### src/design/a85v_pkg.sv
`timescale 1ns / 1ps
`default_nettype none

package a85v_pkg;

  localparam int QueueDepth = 4;
  localparam int QueuePtrW  = $clog2(QueueDepth);

  localparam logic [7:0] CHAR_SPACE = 8'h20;
  localparam logic [7:0] CHAR_TAB   = 8'h09;
  localparam logic [7:0] CHAR_LF    = 8'h0A;
  localparam logic [7:0] CHAR_CR    = 8'h0D;
  localparam logic [7:0] CHAR_FIRST = 8'd33;
  localparam logic [7:0] CHAR_LAST  = 8'h75;  // 'u'
  localparam logic [7:0] CHAR_W     = 8'h77;
  localparam logic [7:0] CHAR_X     = 8'h78;
  localparam logic [7:0] CHAR_Y     = 8'h79;
  localparam logic [7:0] CHAR_Z     = 8'h7A;
  localparam logic [7:0] CHAR_LBRACE = 8'h7B;
  localparam logic [7:0] CHAR_BAR   = 8'h7C;
  localparam logic [7:0] CHAR_RBRACE = 8'h7D;

  localparam logic [2:0] GROUP_DIGITS = 3'd5;

  typedef struct packed {
    logic [7:0] in_char;
    logic       end_of_buffer;
  } in_t;

  typedef struct packed {
    logic [7:0] out_byte;
    logic       has_byte;
    logic       end_of_message;
    logic       decode_error;
  } out_t;

  // One accepted character's worth of results: an optional full word, an
  // optional 1..3 byte tail word, then an optional byte-less marker.
  typedef struct packed {
    logic        word_en;
    logic [31:0] word;
    logic [1:0]  tail_bytes;
    logic [31:0] tail_word;
    logic        marker;
    logic        err;
    logic        eom;
  } cmd_t;

  function automatic logic [31:0] digit_weight(input logic [2:0] pos);
    case (pos)
      3'd0:    digit_weight = 32'd52200625;  // 85^4
      3'd1:    digit_weight = 32'd614125;    // 85^3
      3'd2:    digit_weight = 32'd7225;
      3'd3:    digit_weight = 32'd85;
      default: digit_weight = 32'd1;
    endcase
  endfunction

  function automatic logic [7:0] word_byte(input logic [31:0] w, input logic [1:0] idx);
    case (idx)
      2'd0:    word_byte = w[31:24];
      2'd1:    word_byte = w[23:16];
      2'd2:    word_byte = w[15:8];
      default: word_byte = w[7:0];
    endcase
  endfunction

endpackage

`default_nettype wire

### src/design/a85v_front.sv
`timescale 1ns / 1ps
`default_nettype none

module a85v_front import a85v_pkg::*; (
  input  wire logic clk_i,
  input  wire logic rst_ni,
  input  wire logic in_valid_i,
  output logic      in_stall_o,
  input  wire in_t  in_data_i,
  input  wire logic q_full_i,
  output logic      push_o,
  output cmd_t      cmd_o
);

  logic [31:0] acc_q, acc_d;
  logic [2:0]  cnt_q, cnt_d;
  logic        disc_q, disc_d;

  logic [7:0]  c;
  logic        eob, accept;
  logic        is_sh, is_ws, is_digit;
  logic [31:0] sh_word, acc_sum, acc1;
  logic [2:0]  cnt1;
  logic [7:0]  dig_full;
  logic [6:0]  dig;
  cmd_t        cmd;

  assign c      = in_data_i.in_char;
  assign eob    = in_data_i.end_of_buffer;
  assign accept = in_valid_i && !q_full_i;
  assign in_stall_o = q_full_i;

  always_comb begin
    is_sh   = 1'b1;
    sh_word = 32'h0000_0000;
    case (c)
      CHAR_Z:      sh_word = 32'h0000_0000;
      CHAR_Y:      sh_word = 32'hFFFF_FFFF;
      CHAR_X:      sh_word = 32'h0000_00FF;
      CHAR_LBRACE: sh_word = 32'h0000_FFFF;
      CHAR_BAR:    sh_word = 32'h00FF_00FF;
      CHAR_RBRACE: sh_word = 32'hFF00_00FF;
      default:     is_sh = 1'b0;
    endcase
  end

  assign is_ws    = (c == CHAR_SPACE) || (c == CHAR_TAB) || (c == CHAR_LF) || (c == CHAR_CR);
  assign is_digit = (c == CHAR_W) || ((c >= CHAR_FIRST) && (c <= CHAR_LAST));
  assign dig_full = (c == CHAR_W) ? 8'd1 : (c - CHAR_FIRST);
  assign dig      = dig_full[6:0];
  assign acc_sum  = acc_q + ({25'b0, dig} * digit_weight(cnt_q));

  always_comb begin
    cmd    = '0;
    acc_d  = acc_q;
    cnt_d  = cnt_q;
    disc_d = disc_q;
    acc1   = acc_q;
    cnt1   = cnt_q;
    if (disc_q) begin
      if (eob) begin
        cmd.marker = 1'b1;
        cmd.err    = 1'b1;
        cmd.eom    = 1'b1;
        acc_d  = '0;
        cnt_d  = '0;
        disc_d = 1'b0;
      end
    end else if (!is_sh && !is_ws && !is_digit) begin
      // invalid character: report it, drop the group, skip to the end mark
      cmd.marker = 1'b1;
      cmd.err    = 1'b1;
      cmd.eom    = eob;
      acc_d  = '0;
      cnt_d  = '0;
      disc_d = !eob;
    end else begin
      if (is_sh) begin
        cmd.word_en = 1'b1;
        cmd.word    = sh_word;
      end else if (is_digit) begin
        cnt1 = cnt_q + 3'd1;
        acc1 = acc_sum;
        if (cnt1 == GROUP_DIGITS) begin
          cmd.word_en = 1'b1;
          cmd.word    = acc_sum;
          acc1 = '0;
          cnt1 = '0;
        end
      end
      acc_d = acc1;
      cnt_d = cnt1;
      if (eob) begin
        if (cnt1 >= 3'd2) begin
          cmd.tail_bytes = 2'(cnt1 - 3'd1);
          cmd.tail_word  = acc1 + digit_weight(cnt1 - 3'd1);
        end
        cmd.marker = !cmd.word_en && (cnt1 < 3'd2);
        cmd.eom    = 1'b1;
        acc_d = '0;
        cnt_d = '0;
      end
    end
  end

  assign cmd_o  = cmd;
  assign push_o = accept && (cmd.word_en || (cmd.tail_bytes != 2'd0) || cmd.marker);

  always_ff @(posedge clk_i or negedge rst_ni) begin
    if (!rst_ni) begin
      acc_q  <= '0;
      cnt_q  <= '0;
      disc_q <= 1'b0;
    end else if (accept) begin
      acc_q  <= acc_d;
      cnt_q  <= cnt_d;
      disc_q <= disc_d;
    end
  end

endmodule

`default_nettype wire

### src/design/a85v_queue.sv
`timescale 1ns / 1ps
`default_nettype none

module a85v_queue import a85v_pkg::*; (
  input  wire logic clk_i,
  input  wire logic rst_ni,
  input  wire logic push_i,
  input  wire cmd_t push_data_i,
  output logic      full_o,
  input  wire logic pop_i,
  output logic      valid_o,
  output cmd_t      data_o
);

  cmd_t                 slots_q [QueueDepth];
  logic [QueuePtrW-1:0] wr_q, rd_q;
  logic [QueuePtrW:0]   count_q;
  logic                 do_pop;

  assign full_o  = (count_q == (QueuePtrW+1)'(QueueDepth));
  assign valid_o = (count_q != '0);
  assign data_o  = slots_q[rd_q];
  assign do_pop  = pop_i && valid_o;

  always_ff @(posedge clk_i) begin
    if (push_i) begin
      slots_q[wr_q] <= push_data_i;
    end
  end

  always_ff @(posedge clk_i or negedge rst_ni) begin
    if (!rst_ni) begin
      wr_q    <= '0;
      rd_q    <= '0;
      count_q <= '0;
    end else begin
      if (push_i) begin
        wr_q <= wr_q + 1'b1;
      end
      if (do_pop) begin
        rd_q <= rd_q + 1'b1;
      end
      case ({push_i, do_pop})
        2'b10:   count_q <= count_q + 1'b1;
        2'b01:   count_q <= count_q - 1'b1;
        default: count_q <= count_q;
      endcase
    end
  end

endmodule

`default_nettype wire

### src/design/a85v_back.sv
`timescale 1ns / 1ps
`default_nettype none

module a85v_back import a85v_pkg::*; (
  input  wire logic clk_i,
  input  wire logic rst_ni,
  input  wire logic cmd_valid_i,
  input  wire cmd_t cmd_i,
  output logic      pop_o,
  output logic      out_valid_o,
  input  wire logic out_stall_i,
  output out_t      out_data_o
);

  logic [2:0] idx_q;
  logic       out_valid_q;
  out_t       out_q;

  logic [2:0] total, tail_idx;
  logic       last, load;
  out_t       res;

  assign total = (cmd_i.word_en ? 3'd4 : 3'd0) + {1'b0, cmd_i.tail_bytes}
               + {2'b0, cmd_i.marker};
  assign last  = (idx_q == total - 3'd1);
  assign load  = !out_valid_q || !out_stall_i;
  assign pop_o = load && cmd_valid_i && last;
  assign tail_idx = idx_q - (cmd_i.word_en ? 3'd4 : 3'd0);

  always_comb begin
    res = '0;
    if (cmd_i.word_en && (idx_q < 3'd4)) begin
      res.out_byte = word_byte(cmd_i.word, idx_q[1:0]);
      res.has_byte = 1'b1;
    end else if (tail_idx < {1'b0, cmd_i.tail_bytes}) begin
      res.out_byte = word_byte(cmd_i.tail_word, tail_idx[1:0]);
      res.has_byte = 1'b1;
    end else begin
      res.decode_error = cmd_i.err;
    end
    res.end_of_message = cmd_i.eom && last;
  end

  always_ff @(posedge clk_i) begin
    if (load && cmd_valid_i) begin
      out_q <= res;
    end
  end

  always_ff @(posedge clk_i or negedge rst_ni) begin
    if (!rst_ni) begin
      idx_q       <= '0;
      out_valid_q <= 1'b0;
    end else if (load) begin
      out_valid_q <= cmd_valid_i;
      if (cmd_valid_i) begin
        // advance within the command, restart on its last result
        idx_q <= last ? 3'd0 : idx_q + 3'd1;
      end
    end
  end

  assign out_valid_o = out_valid_q;
  assign out_data_o  = out_q;

endmodule

`default_nettype wire

### src/design/ascii85_variant_decoder.sv
`timescale 1ns / 1ps
`default_nettype none

// Ascii85-style decoder, one character per input transaction, one decoded
// byte (or byte-less status result) per output transaction. The front end
// takes a character every cycle while its four-entry command queue has room;
// the back end drains one result per cycle while the output is not stalled,
// and each character's results leave in turn (four for a completed group or a
// shorthand letter, up to seven when a shorthand letter also closes the
// buffer). Input stalls only when that queue fills. Whitespace and
// non-final digits produce no result. An invalid character yields one
// result with decode_error set, and characters are then dropped until the
// end mark, which closes with end_of_message and decode_error both set.
module ascii85_variant_decoder import a85v_pkg::*; (
  input  wire logic clk_i,
  input  wire logic rst_ni,
  input  wire logic in_valid_i,
  output logic      in_stall_o,
  input  wire in_t  in_data_i,
  output logic      out_valid_o,
  input  wire logic out_stall_i,
  output out_t      out_data_o
);

  logic push, full, pop, cmd_valid;
  cmd_t push_cmd, head_cmd;

  a85v_front u_front (
    .clk_i      (clk_i),
    .rst_ni     (rst_ni),
    .in_valid_i (in_valid_i),
    .in_stall_o (in_stall_o),
    .in_data_i  (in_data_i),
    .q_full_i   (full),
    .push_o     (push),
    .cmd_o      (push_cmd)
  );

  a85v_queue u_queue (
    .clk_i       (clk_i),
    .rst_ni      (rst_ni),
    .push_i      (push),
    .push_data_i (push_cmd),
    .full_o      (full),
    .pop_i       (pop),
    .valid_o     (cmd_valid),
    .data_o      (head_cmd)
  );

  a85v_back u_back (
    .clk_i       (clk_i),
    .rst_ni      (rst_ni),
    .cmd_valid_i (cmd_valid),
    .cmd_i       (head_cmd),
    .pop_o       (pop),
    .out_valid_o (out_valid_o),
    .out_stall_i (out_stall_i),
    .out_data_o  (out_data_o)
  );

endmodule

`default_nettype wire

### config.mk
export PLATFORM = sky130hd
export DESIGN_NAME = ascii85_variant_decoder
export DESIGN_NICKNAME = d
export VERILOG_FILES = /design/src/design/a85v_pkg.sv /design/src/design/a85v_front.sv /design/src/design/a85v_queue.sv /design/src/design/a85v_back.sv /design/src/design/ascii85_variant_decoder.sv
export SDC_FILE = /design/constraint.sdc
export NUM_CORES = 1
export LEC_CHECK = 0
export BUFFER_PORTS_ARGS = -buffer_cell sky130_fd_sc_hd__buf_4
export CORE_AREA = 2 2 249 251
export DETAILED_ROUTE_END_ITERATION = 7
export DIE_AREA = 0 0 251 253
export PLACE_DENSITY = 0.55
export SYNTH_ARGS = -nofsm -noshare
export SYNTH_HDL_FRONTEND = slang
export SYNTH_SLANG_ARGS = --single-unit
### constraint.sdc
create_clock -name clk_i -period 10 [get_ports clk_i]
set_clock_uncertainty 0.2 [all_clocks]
set_input_delay 1 -clock clk_i [delete_from_list [all_inputs] [get_ports clk_i]]
set_output_delay 1 -clock clk_i [all_outputs]
set_load 0.02 [all_outputs]
After elaboration in Yosys (flattened, before gate mapping)
Memories as Yosys holds them, arrays and structs flattened.
Index checks and enable logic that the tools add are counted.
- reduce and logical (&&, ||, !) cells: 37
- $lt $le $gt $ge: 6
- multipliers: 1
- mux-type cells: 54
- $add $sub $neg: 14
- equality and inequality tests: 27
- operators with widths (cell ; count):
    32-bit 2-to-1 mux ; 13
    26-bit one-hot mux with 4 select lines ; 2
    33-bit 2-to-1 mux ; 5
    32-bit one-hot mux with 5 select lines ; 1
    67-bit 2-to-1 mux ; 2
    32-bit adder ; 2
    8-bit by 7-bit == test with 1-bit output, second input constant ; 7
    8-bit one-hot mux with 3 select lines ; 2
    3-bit 2-to-1 mux ; 13
    35-bit 2-to-1 mux ; 1
    34-bit 2-to-1 mux ; 1
    7-bit by 26-bit multiplier with 32-bit output ; 1
    8-bit by 4-bit == test with 1-bit output, second input constant ; 3
    9-bit 2-to-1 mux ; 2
    3-bit by 2-bit == test with 1-bit output, second input constant ; 4
    1-bit logical AND ; 11
    1-bit 2-to-1 mux ; 10
    3-bit by 1-bit adder with 3-bit output, second input constant ; 3
    3-bit by 1-bit subtractor with 3-bit output, second input constant ; 3
    8-bit by 6-bit == test with 1-bit output, second input constant ; 1
    8-bit by 6-bit >= comparator with 1-bit output, second input constant ; 1
    8-bit by 7-bit <= comparator with 1-bit output, second input constant ; 1
    1-bit zero test ; 8
    1-bit logical OR ; 7
    other kinds (24) ; 35
- input port bits: 13
- memories: 1
- register bits after elaboration: 58
- output and inout port bits: 13
- memory bits (writable): 280
- memory list (memory ; words ; bits a word ; read ports ; clocked after Yosys merged registers in ; wr ports ; line ; source):
    u_queue.slots_q ; 4 ; 70 ; 1 ; 0 ; 1 ; a85v_queue.sv:15 ; cmd_t slots_q [QueueDepth];

Longest topological paths before layout
Gate-level depths: netlist of run 1.
- depth in word-level cells: 27
- mapped depth: 33
- mapped depth without buffers: 33

By module
A second synthesis of run 1 with hierarchy kept.
- cells, all modules: 1648
- area total of the unflattened synthesis: 20901.3 um^2
- modules (own cells, without submodules) (module ; area an instance (um^2) ; times used ; cells each):
    a85v_queue ; 10587.7 ; 1 ; 403
    a85v_front ; 9151.3 ; 1 ; 1131
    a85v_back ; 1162.4 ; 1 ; 114

Worst setup path after synthesis of run 1
No wires, ideal clock.
- path kind: input-to-reg
- start: in in_data_i[1] (netlist name)
- end: mem u_queue.slots_q[0][34] (netlist name) (data pin)
- arrival time: 7.578 ns
- library setup time: 0.183 ns
- stages on the path: 32
- slack: 2.038 ns
- cells stage by stage: inv_1 ha_1 nor4b_2 nor2_1 or2_2 clkbuf_1 inv_1 nand2_1 inv_1 ha_1 inv_1 fa_1 inv_1 fa_1 fa_1 ha_1 a21o_1 or3_1 o21a_1 a21oi_1 o21bai_1 a21oi_1 o21ai_0 a21oi_1 xor2_1 o31ai_1 ha_1 nand3_1 a211oi_2 o311ai_2 a211oi_1 mux2i_1
- RTL lines (what ; line ; source):
    start, declared ; ascii85_variant_decoder.sv:19 ; input wire in_t in_data_i,
    end, declared ; a85v_queue.sv:15 ;

==> results of run 1 <==
-- worst max-delay path by stage --
stage / depth (start not counted) / slack (ps) / from / endpoint
floorplan: 32 / 2040 / in_data_i[1] / u_queue.slots_q[0][34]
global placement: 31 / 730 / in_data_i[1] / u_queue.slots_q[2][27]
detailed placement: 29 / 630 / in_data_i[1] / u_queue.slots_q[0][27]
CTS: 29 / 1160 / in_data_i[1] / u_queue.slots_q[2][27]
global route: 30 / 530 / in_data_i[1] / u_queue.slots_q[3][34]
finish: 30 / 1060 / in_data_i[1] / u_queue.slots_q[1][30]
-- through the flow --
stage	setup WS [ps]	cells	instance area [µm²]
after floorplan	2038	1700	21090
after global placement	734.9	2466	22110
after detailed placement	627.2	2466	22110
after CTS	1161	2526	23210
after global routing	533.6	2526	23210
final	1064	2527	23210
-- synthesized netlist by cell type (10+ instances only) --
cell type and number:
nand2b_1 12, dfrtp_1 47, xor2_1 26, nand2_1 116
clkbuf_1 32, mux4_2 69, fa_1 100, nor2_1 122
edfxtp_1 291, buf_2 15, a21o_1 24, a21oi_1 95
o21a_1 10, nand3_1 14, nor3_1 22, o21ai_0 63
buf_1 12, xnor2_1 37, ha_1 132, o31ai_1 11
a22o_1 45, inv_1 206, a31oi_1 10, and2_1 14
-- cells by family after synthesis --
logic type	after synthesis	synth area share [%]
DFF	338	47.02
buffers and inverters	268	4.913
adders and majority gates	232	17.33
AOI/OAI and AO/OA	354	11.96
muxes	80	7.904
xor gates and xnor gates	63	2.617
and+or+nand+nor	365	8.260
-- area by class of cell --
type	instances	area, µm²
clock buffer	43	905.9
inverter	207	777.0
multi-input combinational	1094	10150
antenna	1	2.502
fill	5864	37810
timing repair buffer	37	277.8
sequential	338	9922
clock inverter	17	193.9
tap	790	988.4
-- state kept, by name, summed over array words and instances, names as in the netlist, 2 cells and up --
| signal | flops |
|---|---|
| u_back.idx_q | 3 |
| u_back.out_data_o | 11 |
| u_front.acc_q | 32 |
| u_front.cnt_q | 3 |
| u_queue.count_q | 3 |
| u_queue.rd_q | 2 |
| u_queue.slots_q | 280 |
| u_queue.wr_q | 2 |
-- metal layers --
metal / vias up / track usage [%] / share of wire, %
li1: 6184 / - / -
met1: 6831 / 24.92 / 46
met2: 400 / 28.70 / 46
met3: 99 / 1.748 / 4.3
met4: 0 / 7.024 / 3.8
met5: - / 0 / 0
==> results.md, run 1 <==
* CP peak stage delay at 500 ps
* Reg-to-reg critical path startpoint: u_front.cnt_q[1]
* Post-layout util at 38.04%
* Die Area at 63500 µm²
* Fmax at 111.9 MHz
* Core area at 61030 µm²
* Slew margin rel. at 30.32%
* Hold depth at 1
* Worst path most repeated cell: fa_1
* Number of global-route vias before repair at 13590
* Starting Density at 34.55%
* Port bufs at 25
* Global Route Usage Sum at 17.84%
* Setup TNS at 0 ps
* Critical Path End Type: register
* Synth Instances at 1700
* Layout Area Growth over Synthesis at 10.10%
* Least-Margin Pin Slew at 1045 ps
* Synth Net Count at 1945
* Residual DRC at 0
* Most common cell after layout, fill and taps aside: edfxtp_1
* Worst r2r path cells at 25
* Commonest non-fill, non-tap cells in the layout: edfxtp_1 (291), inv_1 (206), ha_1 (132)
* CTS buffer count at 35
* Initial antenna violation count at 0
* Die Y at 253 µm
* FF+latch count, synth at 338
* Clock root cell: clkbuf_16
* Routability Congestion at 0.9096
* Startpoint types: input pin
* Yosys warning count at 0
* Mean area per synthesized cell at 12.40 µm²
* Delay-heaviest family, CP: adder cells
* Post-cts resize count at 0
* Seq/Total Area, Yosys at 47.02%
* Worst Hold Class: reg -> reg
* Post CTS Setup Buffer Count at 0
* Boundary Pins at 26
* Syn Std Cell Area at 21090 µm²
* Hold slack at 295.8 ps
* Worst path slowest cell: fa_1
* Reg-to-reg slack, setup at 1190 ps
* WHS Endpoint: u_queue.count_q[2]
* Initial DRC count at 1027
* Cell variety after synth at 95
* Clock sinks at 338
* Reg clk slew, reported paths at 60 ps
* Min-delay src: u_queue.count_q[2]
* Routed len/inst at 22.37 µm
* Crit path required time at 10070 ps
* DR pass1 iterations at 5
* Clk_lat worst skew at 530 ps
* Synth Flop Type: edfxtp_1
* Synth area leader: edfxtp_1
* ANT nets after route at 0
* Cts hold-fix bufs at 0
* Routed WL at 56530 µm
* Synth top area cells: edfxtp_1 (41%), fa_1 (9.5%), ha_1 (7.8%), mux4_2 (7.4%), dfrtp_1 (5.6%)
* Share of the synthesized area in the top cell type at 41.44%
* Layout cell share with drive strength beyond 1 at 12.04%
* Die Wd at 251 µm
* RSZ-0062 raised after global routing: no
* Fin. max-slew vios at 0
* Crit share post-route at 89.36%
* Rows at 91
* DP HPWL at 42280 µm
* CP bufs+invs at 4
* Total number of vias at 13514
* Crit-path max FO at 9
* Clk buf depth at 3
* First-pass GRT wire length at 85660 µm
* Worst setup path category: in -> reg
* Critical path arrival at 9000 ps
* FFs w/ async S/R, synth at 13.91%
* NumNets Final at 1958
* Vias per std cell at 5.348
* Total of max-cap violations at 0
* Largest net degree at the start of global routing at 54
* CTS tree: yes
* Number of flops mapped to enable cells by yosys at 291
* Status: complete, no violations
* Post-route minimum period at 8936 ps
* Setup violators final at 0
* Total gr overflow at 0
* Worst R2R End: u_queue.slots_q[1][30]
* Fin. Hold Viols at 0
* Clock H-tree levels at 2
Power of run 1 is not shown: default switching activity piles up to over one toggle a cycle in this logic, so the estimate is an artifact.
==> inputs of run 2 (changes only) <==
Settings changed: MAX_ROUTING_LAYER set to met4.
==> run 2 against run 1 <==
Net effect: non-clock buffer count rose by 2; die area did not move; first-iteration DRC count fell by 1.8%; global-route usage rose by 0.38 points; via count fell by 1.0%; highest routed layer unchanged; flip-flop and latch count did not move; core utilization rose by 0.055 points.
==> results.md, run 2 (synthesis results as in run 1) <==
* Status: complete, no violations
* Die Area at 63500 µm²
* Layout cell share with drive strength beyond 1 at 12.00%
* Die Wd at 251 µm
* Rows at 91
* Post CTS Setup Buffer Count at 0
* ANT nets after route at 0
* Reg-to-reg slack, setup at 1250 ps
* Post-route minimum period at 9054 ps
* Multi-input gate area at 10150 µm²
* Startpoint types: input pin
* Total of max-cap violations at 0
* Die Y at 253 µm
* Most flop-heavy register: u_queue.slots_q
* Setup violators final at 0
* Fillers at 5824
* Crit-path max FO at 9
* Routed len/inst at 22.23 µm
* Initial antenna violation count at 0
* Reg area at 9922 µm²
* Setup TNS at 0 ps
* Port bufs at 25
* Routability Congestion at 0.9113
* Worst setup path category: in -> reg
* RSZ-0062 raised after global routing: no
* CP peak stage delay at 520 ps
* Largest net degree at the start of global routing at 54
* Clk_lat worst skew at 530 ps
* Post-route cell area at 23250 µm²
* Clock root cell: clkbuf_16
* DR pass1 iterations at 5
* Worst Hold Class: reg -> reg
* First-pass GRT wire length at 84610 µm
* Crit share post-route at 90.54%
* Global Route Usage Sum at 18.22%
* DP HPWL at 41960 µm
* Routed WL at 56280 µm
* Fin. Hold Viols at 0
* Inserted Diodes at 0
* Core area at 61030 µm²
* Initial DRC count at 1009
* Total number of vias at 13374
* NumNets Final at 1960
* Critical path arrival at 9130 ps
* Number of global-route vias before repair at 13456
* Worst path slowest cell: fa_1
* Vias per std cell at 5.284
* Layout Area Growth over Synthesis at 10.26%
* Post-cts resize count at 0
* Crit path required time at 10080 ps
* Cts hold-fix bufs at 0
* Starting Density at 34.55%
* CTS buffer count at 35
* Slew margin rel. at 27.97%
* Most common cell after layout, fill and taps aside: edfxtp_1
* Critical Path End Type: register
* Boundary Pins at 26
* Commonest non-fill, non-tap cells in the layout: edfxtp_1 (291), inv_1 (206), ha_1 (132)
* Least-Margin Pin Slew at 1069 ps
* Clock H-tree levels at 2
* Fmax at 110.5 MHz
* CTS tree: yes
* Clock sinks at 338
* Total gr overflow at 0
* Fin. max-slew vios at 0
* Worst path most repeated cell: fa_1
* Max FFs per register at 280
* Clk buf depth at 3
* Residual DRC at 0
* DP Area at 22130 µm²
* Reg clk slew, reported paths at 60 ps
-- run 2: cell types whose count changed in the layout (fill, tap and decap cells not counted), sizes merged --
cell	delta
clkbuf	+11
diode	-1
inv	-3
buf	+2
clkinv	-4
bufinv	-1
-- run 2: layout make-up --
class,instances,area share (%)
repair buffers,39,1.259
clock inverters,9,0.5220
well taps,790,4.252
multi-input cells,1094,43.65
flip-flops and latches,338,42.68
inverters,207,3.342
clock buffers,54,4.300
-- run 2: final timing paths --
check	start	end	cells past startpoint
worst max-delay path	in_data_i[1]	u_queue.slots_q[3][32]	30
min in group asynchronous	rst_ni	u_queue.count_q[1]	1
worst min-delay path	u_queue.count_q[2]	u_queue.count_q[2]	1
worst min register to register	u_queue.count_q[2]	u_queue.count_q[2]	1
worst max register to register	u_front.cnt_q[1]	u_queue.slots_q[3][32]	25
max in group asynchronous	rst_ni	u_queue.rd_q[1]	1
-- run 2: layer usage --
layer  track usage (%)  wire (µm)
met5                 -          0
met4             6.480       1999
met3             2.344       2535
met2             28.56      26040
met1             24.43      25700
-- run 2: worst max-delay path, delay by kind of cell --
family,cells,cell delay (ps)
AO/OA/AOI/OAI,11,2650
adder cells (fa/ha/maj),7,2880
buffers and inverters,4,310
XOR/XNOR,2,490
AND/OR/NAND/NOR,6,1810
-- run 2: per-stage QoR --
stage / hold slack [ps] / std cells / util (%) / worst slack [ps]
3_3_place_gp: 280.3 / 2468 / 36.26 / 577.6
3_5_place_dp: 277.7 / 2468 / 36.26 / 493.9
2_1_floorplan: 257.0 / 1700 / - / 2038
5_1_grt: 310.0 / 2531 / 38.09 / 438.7
6_report: 290.0 / 2531 / 38.09 / 946.1
4_1_cts: 292.8 / 2531 / 38.09 / 987.7
Power of run 2 is left out for the same reason.
